$ cat config.mk
export PLATFORM = sky130hd
export DESIGN_NAME = dns_answer_address_extractor
export DESIGN_NICKNAME = d
export VERILOG_FILES = /design/src/hw/rtl/dnsae_pkg.sv /design/src/hw/rtl/dns_answer_address_extractor.sv /design/src/hw/rtl/dnsae_parser.sv /design/src/hw/rtl/dnsae_queue.sv
export SDC_FILE = /design/constraint.sdc
export NUM_CORES = 2
export LEC_CHECK = 0
export ABC_AREA = 1
export ABC_CLOCK_PERIOD_IN_PS = 10500
export BUFFER_PORTS_ARGS = -buffer_cell sky130_fd_sc_hd__buf_2
export CAP_MARGIN = 10
export CORE_UTILIZATION = 50
export DETAILED_ROUTE_END_ITERATION = 7
export PLACE_DENSITY_LB_ADDON = 0.08
export SYNTH_ARGS = -nofsm -noshare
export SYNTH_HDL_FRONTEND = slang
export SYNTH_HIERARCHICAL = 1
export SYNTH_SLANG_ARGS = --single-unit
$ cat constraint.sdc
create_clock -name aclk -period 10.5 [get_ports aclk]
set_input_delay 2.1 -clock aclk [delete_from_list [all_inputs] [get_ports aclk]]
set_output_delay 2.1 -clock aclk [all_outputs]
set_load 0.03 [all_outputs]
$ cat src/hw/rtl/dnsae_pkg.sv
// ----------------------------------------------------------------------------
// DNS answer address extractor package
// Shared result kinds, parse phases and the result and queue entry types.
// ----------------------------------------------------------------------------
package dnsae_pkg;

    localparam int HdrLen = 12;
    localparam logic [15:0] TypeA = 16'd1;
    localparam logic [15:0] TypeAaaa = 16'd28;
    localparam int QueueDepthDefault = 4;

    typedef enum logic [2:0] {
        KIND_HEADER = 3'd0,
        KIND_IPV4 = 3'd1,
        KIND_IPV6 = 3'd2,
        KIND_END_OK = 3'd3,
        KIND_END_ERR = 3'd4
    } kind_t;

    typedef enum logic [8:0] {
        PH_HEADER = 9'b000000001,
        PH_NAME = 9'b000000010,
        PH_LABEL = 9'b000000100,
        PH_PTR = 9'b000001000,
        PH_QFIX = 9'b000010000,
        PH_AFIX = 9'b000100000,
        PH_RDATA = 9'b001000000,
        PH_DONE = 9'b010000000,
        PH_ERROR = 9'b100000000
    } phase_t;

    typedef struct packed {
        logic        done_res;
        logic [63:0] addr_low;
        logic [63:0] addr_high;
        logic [31:0] time_to_live;
        logic [15:0] record_count;
        logic [3:0]  rcode_value;
        logic [6:0]  header_flags;
        logic [3:0]  opcode_value;
        logic        is_response;
        logic [15:0] message_id;
        logic [2:0]  result_kind;
    } result_t;

    localparam int ResultW = $bits(result_t);
    // The result kind travels on tuser and the done flag on tlast.
    localparam int TdataW = ((ResultW - 4 + 7) / 8) * 8;

    // Front output for one byte: up to two results.
    typedef struct packed {
        logic    first_valid;
        result_t first;
        logic    second_valid;
        result_t second;
    } entry_t;

endpackage

$ cat src/hw/rtl/dns_answer_address_extractor.sv
// ----------------------------------------------------------------------------
// DNS answer address extractor
// Parses a DNS response byte stream and reports header, addresses and end.
//
// Channel | Direction | tdata                   | tuser       | tlast
// s_      | in        | data_byte[7:0]          | none        | end_of_message
// m_      | out       | result fields, see port | result_kind | done_res
//
// One byte is taken every cycle while the result queue has room for two
// results. A result enters the queue as its byte is taken and is offered
// once earlier results have left; results leave at one per cycle while
// m_tready is high. Reset is synchronous and clears the parse state and
// queue. A result-side stall backs up into the queue, then holds s_tready low.
// ----------------------------------------------------------------------------
module dns_answer_address_extractor #(
    parameter int QueueDepth = dnsae_pkg::QueueDepthDefault
) (
    input  logic                          aclk,
    input  logic                          aresetn,
    input  logic                          s_tvalid,
    output logic                          s_tready,
    // data_byte[7:0]
    input  logic [7:0]                    s_tdata,
    input  logic                          s_tlast,
    output logic                          m_tvalid,
    input  logic                          m_tready,
    // message_id, is_response, opcode_value, header_flags, rcode_value,
    // record_count, time_to_live, addr_high, addr_low
    output logic [dnsae_pkg::TdataW-1:0]  m_tdata,
    // result_kind[2:0]
    output logic [2:0]                    m_tuser,
    output logic                          m_tlast
);

    dnsae_pkg::entry_t entry;
    dnsae_pkg::result_t res;
    logic room;

    assign s_tready = room;

    dnsae_parser u_parser (
        .aclk(aclk),
        .aresetn(aresetn),
        .byte_valid(s_tvalid && room),
        .data_byte(s_tdata),
        .end_of_message(s_tlast),
        .entry(entry)
    );

    dnsae_queue #(.Depth(QueueDepth)) u_queue (
        .aclk(aclk),
        .aresetn(aresetn),
        .entry(entry),
        .room(room),
        .out_valid(m_tvalid),
        .out_ready(m_tready),
        .out_data(res)
    );

    assign m_tdata = dnsae_pkg::TdataW'({res.addr_low, res.addr_high, res.time_to_live,
                                         res.record_count, res.rcode_value,
                                         res.header_flags, res.opcode_value,
                                         res.is_response, res.message_id});
    assign m_tuser = res.result_kind;
    assign m_tlast = res.done_res;

endmodule

$ cat src/hw/rtl/dnsae_parser.sv
// ----------------------------------------------------------------------------
// DNS answer address extractor front end
// Walks the message one byte per valid cycle and gives each byte's results.
// ----------------------------------------------------------------------------
module dnsae_parser (
    input  logic                 aclk,
    input  logic                 aresetn,
    input  logic                 byte_valid,
    input  logic [7:0]           data_byte,
    input  logic                 end_of_message,
    output dnsae_pkg::entry_t    entry
);

    dnsae_pkg::phase_t phase_reg, phase_next;
    logic [15:0] cnt_reg, cnt_next;
    logic [31:0] hdr_reg, hdr_next;
    logic [15:0] qleft_reg, qleft_next;
    logic [15:0] aleft_reg, aleft_next;
    logic [5:0]  lleft_reg, lleft_next;
    logic [15:0] rtype_reg, rtype_next;
    logic [31:0] ttl_reg, ttl_next;
    logic [15:0] rleft_reg, rleft_next;
    logic [63:0] sh0_reg, sh0_next, sh1_reg, sh1_next;
    logic [15:0] found_reg, found_next;
    dnsae_pkg::result_t r;
    dnsae_pkg::result_t e;
    logic r_valid;
    logic v4, v6;
    logic [15:0] cinc;

    always_comb begin
        phase_next = phase_reg;
        cnt_next = cnt_reg;
        hdr_next = hdr_reg;
        qleft_next = qleft_reg;
        aleft_next = aleft_reg;
        lleft_next = lleft_reg;
        rtype_next = rtype_reg;
        ttl_next = ttl_reg;
        rleft_next = rleft_reg;
        sh0_next = sh0_reg;
        sh1_next = sh1_reg;
        found_next = found_reg;
        r = '0;
        r_valid = 1'b0;
        e = '0;
        v4 = 1'b0;
        v6 = 1'b0;
        cinc = cnt_reg + 16'd1;
        case (phase_reg)
            dnsae_pkg::PH_HEADER: begin
                if (cnt_reg < 16'd4) begin
                    hdr_next = {hdr_reg[23:0], data_byte};
                end else if (cnt_reg < 16'd6) begin
                    qleft_next = {qleft_reg[7:0], data_byte};
                end else if (cnt_reg < 16'd8) begin
                    aleft_next = {aleft_reg[7:0], data_byte};
                end
                cnt_next = cinc;
                if (cinc >= 16'(dnsae_pkg::HdrLen)) begin
                    r_valid = 1'b1;
                    r.result_kind = dnsae_pkg::KIND_HEADER;
                    r.message_id = hdr_next[31:16];
                    r.is_response = hdr_next[15];
                    r.opcode_value = hdr_next[14:11];
                    r.header_flags = {hdr_next[10:8], hdr_next[7:4]};
                    r.rcode_value = hdr_next[3:0];
                    r.record_count = aleft_next;
                    cnt_next = '0;
                    phase_next = (qleft_next != 0 || aleft_next != 0) ?
                        dnsae_pkg::PH_NAME : dnsae_pkg::PH_DONE;
                end
            end
            dnsae_pkg::PH_NAME: begin
                if (data_byte == 8'd0) begin
                    cnt_next = '0;
                    phase_next = (qleft_reg != 0) ? dnsae_pkg::PH_QFIX
                                                  : dnsae_pkg::PH_AFIX;
                end else if (data_byte[7:6] == 2'b11) begin
                    phase_next = dnsae_pkg::PH_PTR;
                end else if (data_byte[7:6] != 2'b00) begin
                    phase_next = dnsae_pkg::PH_ERROR;
                end else begin
                    lleft_next = data_byte[5:0];
                    phase_next = dnsae_pkg::PH_LABEL;
                end
            end
            dnsae_pkg::PH_LABEL: begin
                lleft_next = lleft_reg - 6'd1;
                if (lleft_next == 6'd0) begin
                    phase_next = dnsae_pkg::PH_NAME;
                end
            end
            dnsae_pkg::PH_PTR: begin
                cnt_next = '0;
                phase_next = (qleft_reg != 0) ? dnsae_pkg::PH_QFIX
                                              : dnsae_pkg::PH_AFIX;
            end
            dnsae_pkg::PH_QFIX: begin
                cnt_next = cinc;
                if (cinc >= 16'd4) begin
                    qleft_next = qleft_reg - 16'd1;
                    cnt_next = '0;
                    phase_next = (qleft_next != 0 || aleft_reg != 0) ?
                        dnsae_pkg::PH_NAME : dnsae_pkg::PH_DONE;
                end
            end
            dnsae_pkg::PH_AFIX: begin
                if (cnt_reg < 16'd2) begin
                    rtype_next = {rtype_reg[7:0], data_byte};
                end else if (cnt_reg >= 16'd4 && cnt_reg < 16'd8) begin
                    ttl_next = {ttl_reg[23:0], data_byte};
                end else if (cnt_reg >= 16'd8) begin
                    rleft_next = {rleft_reg[7:0], data_byte};
                end
                cnt_next = cinc;
                if (cinc >= 16'd10) begin
                    cnt_next = '0;
                    sh0_next = '0;
                    sh1_next = '0;
                    if (rleft_next == 16'd0) begin
                        aleft_next = aleft_reg - 16'd1;
                        phase_next = (qleft_reg != 0 || aleft_next != 0) ?
                            dnsae_pkg::PH_NAME : dnsae_pkg::PH_DONE;
                    end else begin
                        phase_next = dnsae_pkg::PH_RDATA;
                    end
                end
            end
            dnsae_pkg::PH_RDATA: begin
                sh0_next = {sh0_reg[55:0], sh1_reg[63:56]};
                sh1_next = {sh1_reg[55:0], data_byte};
                cnt_next = cinc;
                rleft_next = rleft_reg - 16'd1;
                if (rleft_next == 16'd0) begin
                    v4 = rtype_reg == dnsae_pkg::TypeA && cinc == 16'd4;
                    v6 = rtype_reg == dnsae_pkg::TypeAaaa && cinc == 16'd16;
                    if (v4 || v6) begin
                        r_valid = 1'b1;
                        r.result_kind = v4 ? dnsae_pkg::KIND_IPV4
                                           : dnsae_pkg::KIND_IPV6;
                        r.time_to_live = ttl_reg;
                        r.addr_high = v4 ? 64'd0 : sh0_next;
                        r.addr_low = v4 ? {32'd0, sh1_next[31:0]} : sh1_next;
                        found_next = found_reg + 16'd1;
                    end
                    cnt_next = '0;
                    aleft_next = aleft_reg - 16'd1;
                    phase_next = (qleft_reg != 0 || aleft_next != 0) ?
                        dnsae_pkg::PH_NAME : dnsae_pkg::PH_DONE;
                end
            end
            default: begin
            end
        endcase
        e.result_kind = (phase_next == dnsae_pkg::PH_DONE) ?
            dnsae_pkg::KIND_END_OK : dnsae_pkg::KIND_END_ERR;
        e.record_count = found_next;
        e.done_res = 1'b1;
        entry.first_valid = byte_valid && (r_valid || end_of_message);
        entry.first = r_valid ? r : e;
        entry.second_valid = byte_valid && r_valid && end_of_message;
        entry.second = e;
    end

    always_ff @(posedge aclk) begin
        if (!aresetn || (byte_valid && end_of_message)) begin
            phase_reg <= dnsae_pkg::PH_HEADER;
            cnt_reg <= '0;
            hdr_reg <= '0;
            qleft_reg <= '0;
            aleft_reg <= '0;
            lleft_reg <= '0;
            rtype_reg <= '0;
            ttl_reg <= '0;
            rleft_reg <= '0;
            sh0_reg <= '0;
            sh1_reg <= '0;
            found_reg <= '0;
        end else if (byte_valid) begin
            phase_reg <= phase_next;
            cnt_reg <= cnt_next;
            hdr_reg <= hdr_next;
            qleft_reg <= qleft_next;
            aleft_reg <= aleft_next;
            lleft_reg <= lleft_next;
            rtype_reg <= rtype_next;
            ttl_reg <= ttl_next;
            rleft_reg <= rleft_next;
            sh0_reg <= sh0_next;
            sh1_reg <= sh1_next;
            found_reg <= found_next;
        end
    end

endmodule

$ cat src/hw/rtl/dnsae_queue.sv
// ----------------------------------------------------------------------------
// DNS answer address extractor result queue
// Holds results between parser and output; drains one a cycle on out_ready.
// ----------------------------------------------------------------------------
module dnsae_queue #(
    parameter int Depth = dnsae_pkg::QueueDepthDefault
) (
    input  logic                  aclk,
    input  logic                  aresetn,
    input  dnsae_pkg::entry_t     entry,
    output logic                  room,
    output logic                  out_valid,
    input  logic                  out_ready,
    output dnsae_pkg::result_t    out_data
);

    localparam int AW = (Depth > 1) ? $clog2(Depth) : 1;

    dnsae_pkg::result_t mem_reg [Depth];
    logic [AW-1:0] wp_reg, wp_next, rp_reg, rp_next;
    logic [AW:0] cnt_reg, cnt_next;
    logic [AW-1:0] wp1;
    logic pop;
    logic [1:0] pushes;

    function automatic logic [AW-1:0] inc(input logic [AW-1:0] p);
        return (p == AW'(Depth - 1)) ? '0 : p + AW'(1);
    endfunction

    assign out_valid = cnt_reg != '0;
    assign out_data = mem_reg[rp_reg];
    assign pop = out_valid && out_ready;
    assign room = cnt_reg <= (AW + 1)'(Depth - 2);
    assign wp1 = inc(wp_reg);
    assign pushes = {1'b0, entry.first_valid} + {1'b0, entry.second_valid};

    always_comb begin
        wp_next = wp_reg;
        if (pushes == 2'd1) begin
            wp_next = wp1;
        end else if (pushes == 2'd2) begin
            wp_next = inc(wp1);
        end
        rp_next = pop ? inc(rp_reg) : rp_reg;
        cnt_next = cnt_reg + (AW + 1)'(pushes) - (AW + 1)'(pop);
    end

    always_ff @(posedge aclk) begin
        if (entry.first_valid) begin
            mem_reg[wp_reg] <= entry.first;
        end
        if (entry.second_valid) begin
            mem_reg[wp1] <= entry.second;
        end
    end

    always_ff @(posedge aclk) begin
        if (!aresetn) begin
            wp_reg <= '0;
            rp_reg <= '0;
            cnt_reg <= '0;
        end else begin
            wp_reg <= wp_next;
            rp_reg <= rp_next;
            cnt_reg <= cnt_next;
        end
    end

endmodule

* After elaboration in Yosys (flattened, before gate mapping)
Memory sizes are Yosys's and may differ from the RTL's. A register that Yosys moved wholly into a read port is not among the register bits. Cells that the tools add are included.
Cells by class: $add $sub $neg 12, mux-type cells 77, magnitude comparators 10, eq/ne operators 26, bitwise gates (word level) 1, reduce and logical (&&, ||, !) cells 43
Operators with widths (count):
- $mux W160 | 3
- $mux W16 | 23
- $mux W212 | 1
- $mux W64 | 3
- $pmux W64 S2 | 1
- $pmux W56 S2 | 1
- $pmux W16 S6 | 1
- $reduce_bool A16 Y1 | 6
- $mux W9 | 9
- $pmux W16 S2 | 2
- $pmux W9 S7 | 1
- $mux W51 | 1
- $ge A16 B4 Y1 const B | 3
- $mux W48 | 1
- $pmux W16 S3 | 1
- $sub A16 B1 Y16 const B | 3
- $add A16 B1 Y16 const B | 2
- $eq A16 B5 Y1 const B | 2
- $ge A16 B3 Y1 const B | 2
- $logic_not A16 Y1 | 2
- $lt A16 B3 Y1 const B | 2
- $mux W32 | 1
- $mux W6 | 4
- $mux W8 | 3
- 41 further kinds | 91
Word-level totals: flip-flop bits (word level) 302, logic and storage cells 185, memory bits (writable) 848, memories kept 1
Memory list:
- u_queue.mem_reg | depth 4, width 212, rd ports 1, clocked after Yosys merged registers in 1, wr ports 2, line dnsae_queue.sv:19 | dnsae_pkg::result_t mem_reg [Depth];

* Depth between registers and ports, before layout
depth in word-level cells 13, depth in mapped cells 26, gate-level depth less buffers 26

* Cells and area by module
Netlist, hierarchy kept.
By module, submodules not included:
- dnsae_queue | cells each 4231, area each 40931.8 um^2, instances 1
- dnsae_parser | cells each 2856, area each 18629.1 um^2, instances 1
- dns_answer_address_extractor | cells each 2, area each 7.5 um^2, instances 1

* Worst setup path before layout
No wires, ideal clock.
kind input to register, start input s_tvalid, end memory u_queue/mem_reg[0][0] (netlist name), enable pin, setup time 581 ps, stages 9, setup slack 1984 ps, arrival 7936 ps, buffers on the path 3, required time 9919 ps, path through nand2_1 > inv_1 > inv_1 > clkbuf_1 > clkbuf_1 > nor3b_1 > nand2_1 > clkbuf_1 > nand2_1
RTL lines:
- start: declaration | line dns_answer_address_extractor.sv:20 | input logic s_tvalid,
- end: declaration | line dnsae_queue.sv:19

==> impl_results.md <==
- Status: complete, no violations
- Chip Height: 347 um
- Drt total wl: 170000 um
- Pin count of the biggest net entering global routing: 205
- Clock power frac: 0.304
- Post-route antenna net violation count: 0
- Clock-pin slew on the worst setup and hold paths: 0.06 ns
- Input/output buffers: 226
- Crit path required time: 8.40 ns
- Worst endpoint data arrival time: 4.40 ns
- Via density: 5.54
- Post_cts resized: 0
- Drc violations: 0
- Final nets: 7060
- Total iterations of the first detailed-routing run: 8
- GRT met2 Usage: 0.452
- Flop pwr share: 0.368
- H-tree depth: 4
- Num CTS Buffers: 131
- Maximum buffer depth of the clock tree: 3
- First DRT Iteration DRCs: 4416
- Post-Synthesis Cells: 7089
- Grt ovf: 0
- EDFF count, synth: 848
- Detailed Place HPWL: 100000 um
- CP endpoint kind: primary output
- Clock Latency Late Sink: 0.74 ns
- Yosys top cell area share: 0.427
- CTS tree: yes
- First-pass GRT wire length: 262000 um
- Top FF cell, synth: edfxtp_1
- Mean post-synth cell area: 8.40 sq um
- Leakage power: 0.0235 uW
- Core area: 118000 sq um
- Synth cell types: 52
- Slew Viols, Final: 0
- Setup TNS: 0 ns
- CP peak stage delay: 0.90 ns
- Clk_skew: 0.0207 ns
- Most instantiated library cell after synthesis: o21ai_0
- Placer Congestion: 0.929
- Crit path max-delay cell type: buf_4
- Worst min path class: register to register
- Maximum vdd drop: 196 uV
- Int Power: 9170 uW
- Switch share: 0.386
- Synth top cells by count: o21ai_0, nand2_1, edfxtp_1, nor2_1, inv_1
- Number of flip-flops in the largest register: 848
- Max Fanout on Critical Path: 201
- Die W: 347 um
- Synthesized flop and latch total: 1152
- Slew Limit Headroom: 0.190
- CP Cell Sequence: buf_12 > buf_4 > o21ai_0 > o22ai_1 > buf_2
- Ports: 227
- Setup ws final: 4.00 ns
- Total die area: 121000 sq um
- Unrepaired setup endpoints after global routing: no
- Via Count: 48000
- Final setup fails: 0
- Dpl cells: 8425
- Max Clk Rate: 0.154 GHz
- Crit path kind: register to primary output
- Top cell type by total area after synthesis: edfxtp_1
- Min Tclk post-route: 6.50 ns
- Buf+Inv Stages, Crit Path: 3
- Initial Util: 0.504
- Layout filler cell count: 10800
- Net Switching: 5760 uW
- Routed wire per std cell: 19.6 um
- Final Util: 0.547
- Setup bufs post-CTS: 0
- Mapped Area: 59600 sq um
- Met1 usage: 0.392
- GRT met3 Usage: 0.0333
- Hold buffers post-CTS: 0
- Post-synthesis sequential area ratio: 0.530
- Slew at the pin closest to its max-slew limit: 1.21 ns
- Total track usage: 0.277
- DP Worst Slack: 4.14 ns
- Hold_ws: 0.467 ns
- Logic gate share of total power: 0.328
- Vias in the first global route: 44600
- Period utilization: 0.619
- Largest delay share family, worst path: buffers and inverters
- Num rows: 126
- CP Launch Type: register
- Non-Filler Instances: 8669
- Synthesis-to-finish area growth: 8.42%
- Share of cells above drive strength 1: 0.0763
- Grt peak-use layer: met2
- CTS root buffer: clkbuf_16
- Largest cells by area after synthesis: edfxtp_1, o21ai_0, dfxtp_1
- Total of max-cap violations: 0
- TritonCTS Sinks: 1152
- Ys async rst share: 0
- Pwr/cell area: 231 nW/um^2
- Hold Violations, Final: 0
- Antenna violations before repair: 2
- Synth Warn #: 6
-- worst min-delay path: cells and delay by family, from the launching register on --
| kind | cells | cell delay (ns) |
|---|---|---|
| AO/OA/AOI/OAI | 1 | 0.06 |
| buffers and inverters | 1 | 0.06 |
| flip-flops | 1 | 0.30 |
-- final timing paths --
kind | startpoint | end | slack (ns) | cells after the start
max | register | m_tdata[45] | 4.00 | 5
min | u_parser/sh0_reg[52] | u_parser/sh0_reg[52] | 0.47 | 2
max reg2reg | u_parser/cnt_reg[1] | u_queue/mem_reg[1][44] | 4.13 | 18
min reg2reg | u_parser/sh0_reg[52] | u_parser/sh0_reg[52] | 0.47 | 2
-- routing by layer --
layer | vias up | share of wire
met5 | - | 0
met4 | 0 | 0.021
met3 | 219 | 0.062
met2 | 1521 | 0.46
met1 | 22600 | 0.46
li1 | 23700 | -
-- stage by stage --
step,area (sq um),power [uW]
floorplan,60300,9030
global placement,60300,10500
detailed placement,60300,10500
CTS,64600,15000
global route,64600,15600
finish,64600,14900
-- cell families (layout without fill, tap and decap cells) --
logic type,after synthesis,count (layout),synth area share
xor gates and xnor gates,30,30,0.00441
and+or+nand+nor,2405,2405,0.163
DFF,1152,1152,0.530
adders and majority gates,25,25,0.00538
AOI/OAI and AO/OA,2173,2173,0.195
muxes,8,8,0.00134
buffers and inverters,1294,1146,0.101
other,2,194,0.000126
-- power by group through the flow --
stage	Sequential [uW]	Combinational (uW)	Clock [uW]
final	5500	4900	4530
after floorplan	5580	3440	0
after global placement	5590	4870	0
after global routing	5540	5310	4790
after CTS	5500	4910	4610
after detailed placement	5590	4890	0
-- placed cells by master (no fill, tap or decap), types with 24 or more instances in the layout --
cell type	netlist	layout
o21ai_0	1392	1392
nand2_1	1298	1287
edfxtp_1	848	848
nor2_1	845	841
inv_1	612	611
dfxtp_1	304	302
a21oi_1	290	290
buf_2	114	226
o22ai_1	224	224
conb_1	2	193
a211oi_1	150	150
clkbuf_16	0	138
nand3_1	106	105
o21ai_1	92	92
nand4_1	60	60
clkbuf_1	300	50
buf_4	231	50
nor2_4	33	35
xor2_1	25	25
nor3_1	28	25
ha_1	24	24
-- layout make-up --
| class | count | area, sq um | share of cell area |
|---|---|---|---|
| inverter | 618 | 2340 | 0.0362 |
| sequential | 1152 | 31600 | 0.489 |
| timing repair buffer | 285 | 1690 | 0.0261 |
| clock inverter | 44 | 460 | 0.00713 |
| clock buffer | 199 | 3790 | 0.0587 |
| multi-input combinational | 4834 | 22800 | 0.353 |
| tap | 1536 | 1920 | 0.0298 |
| antenna | 1 | 2.50 | 0.0000387 |
(Power assumes the default switching activity.)
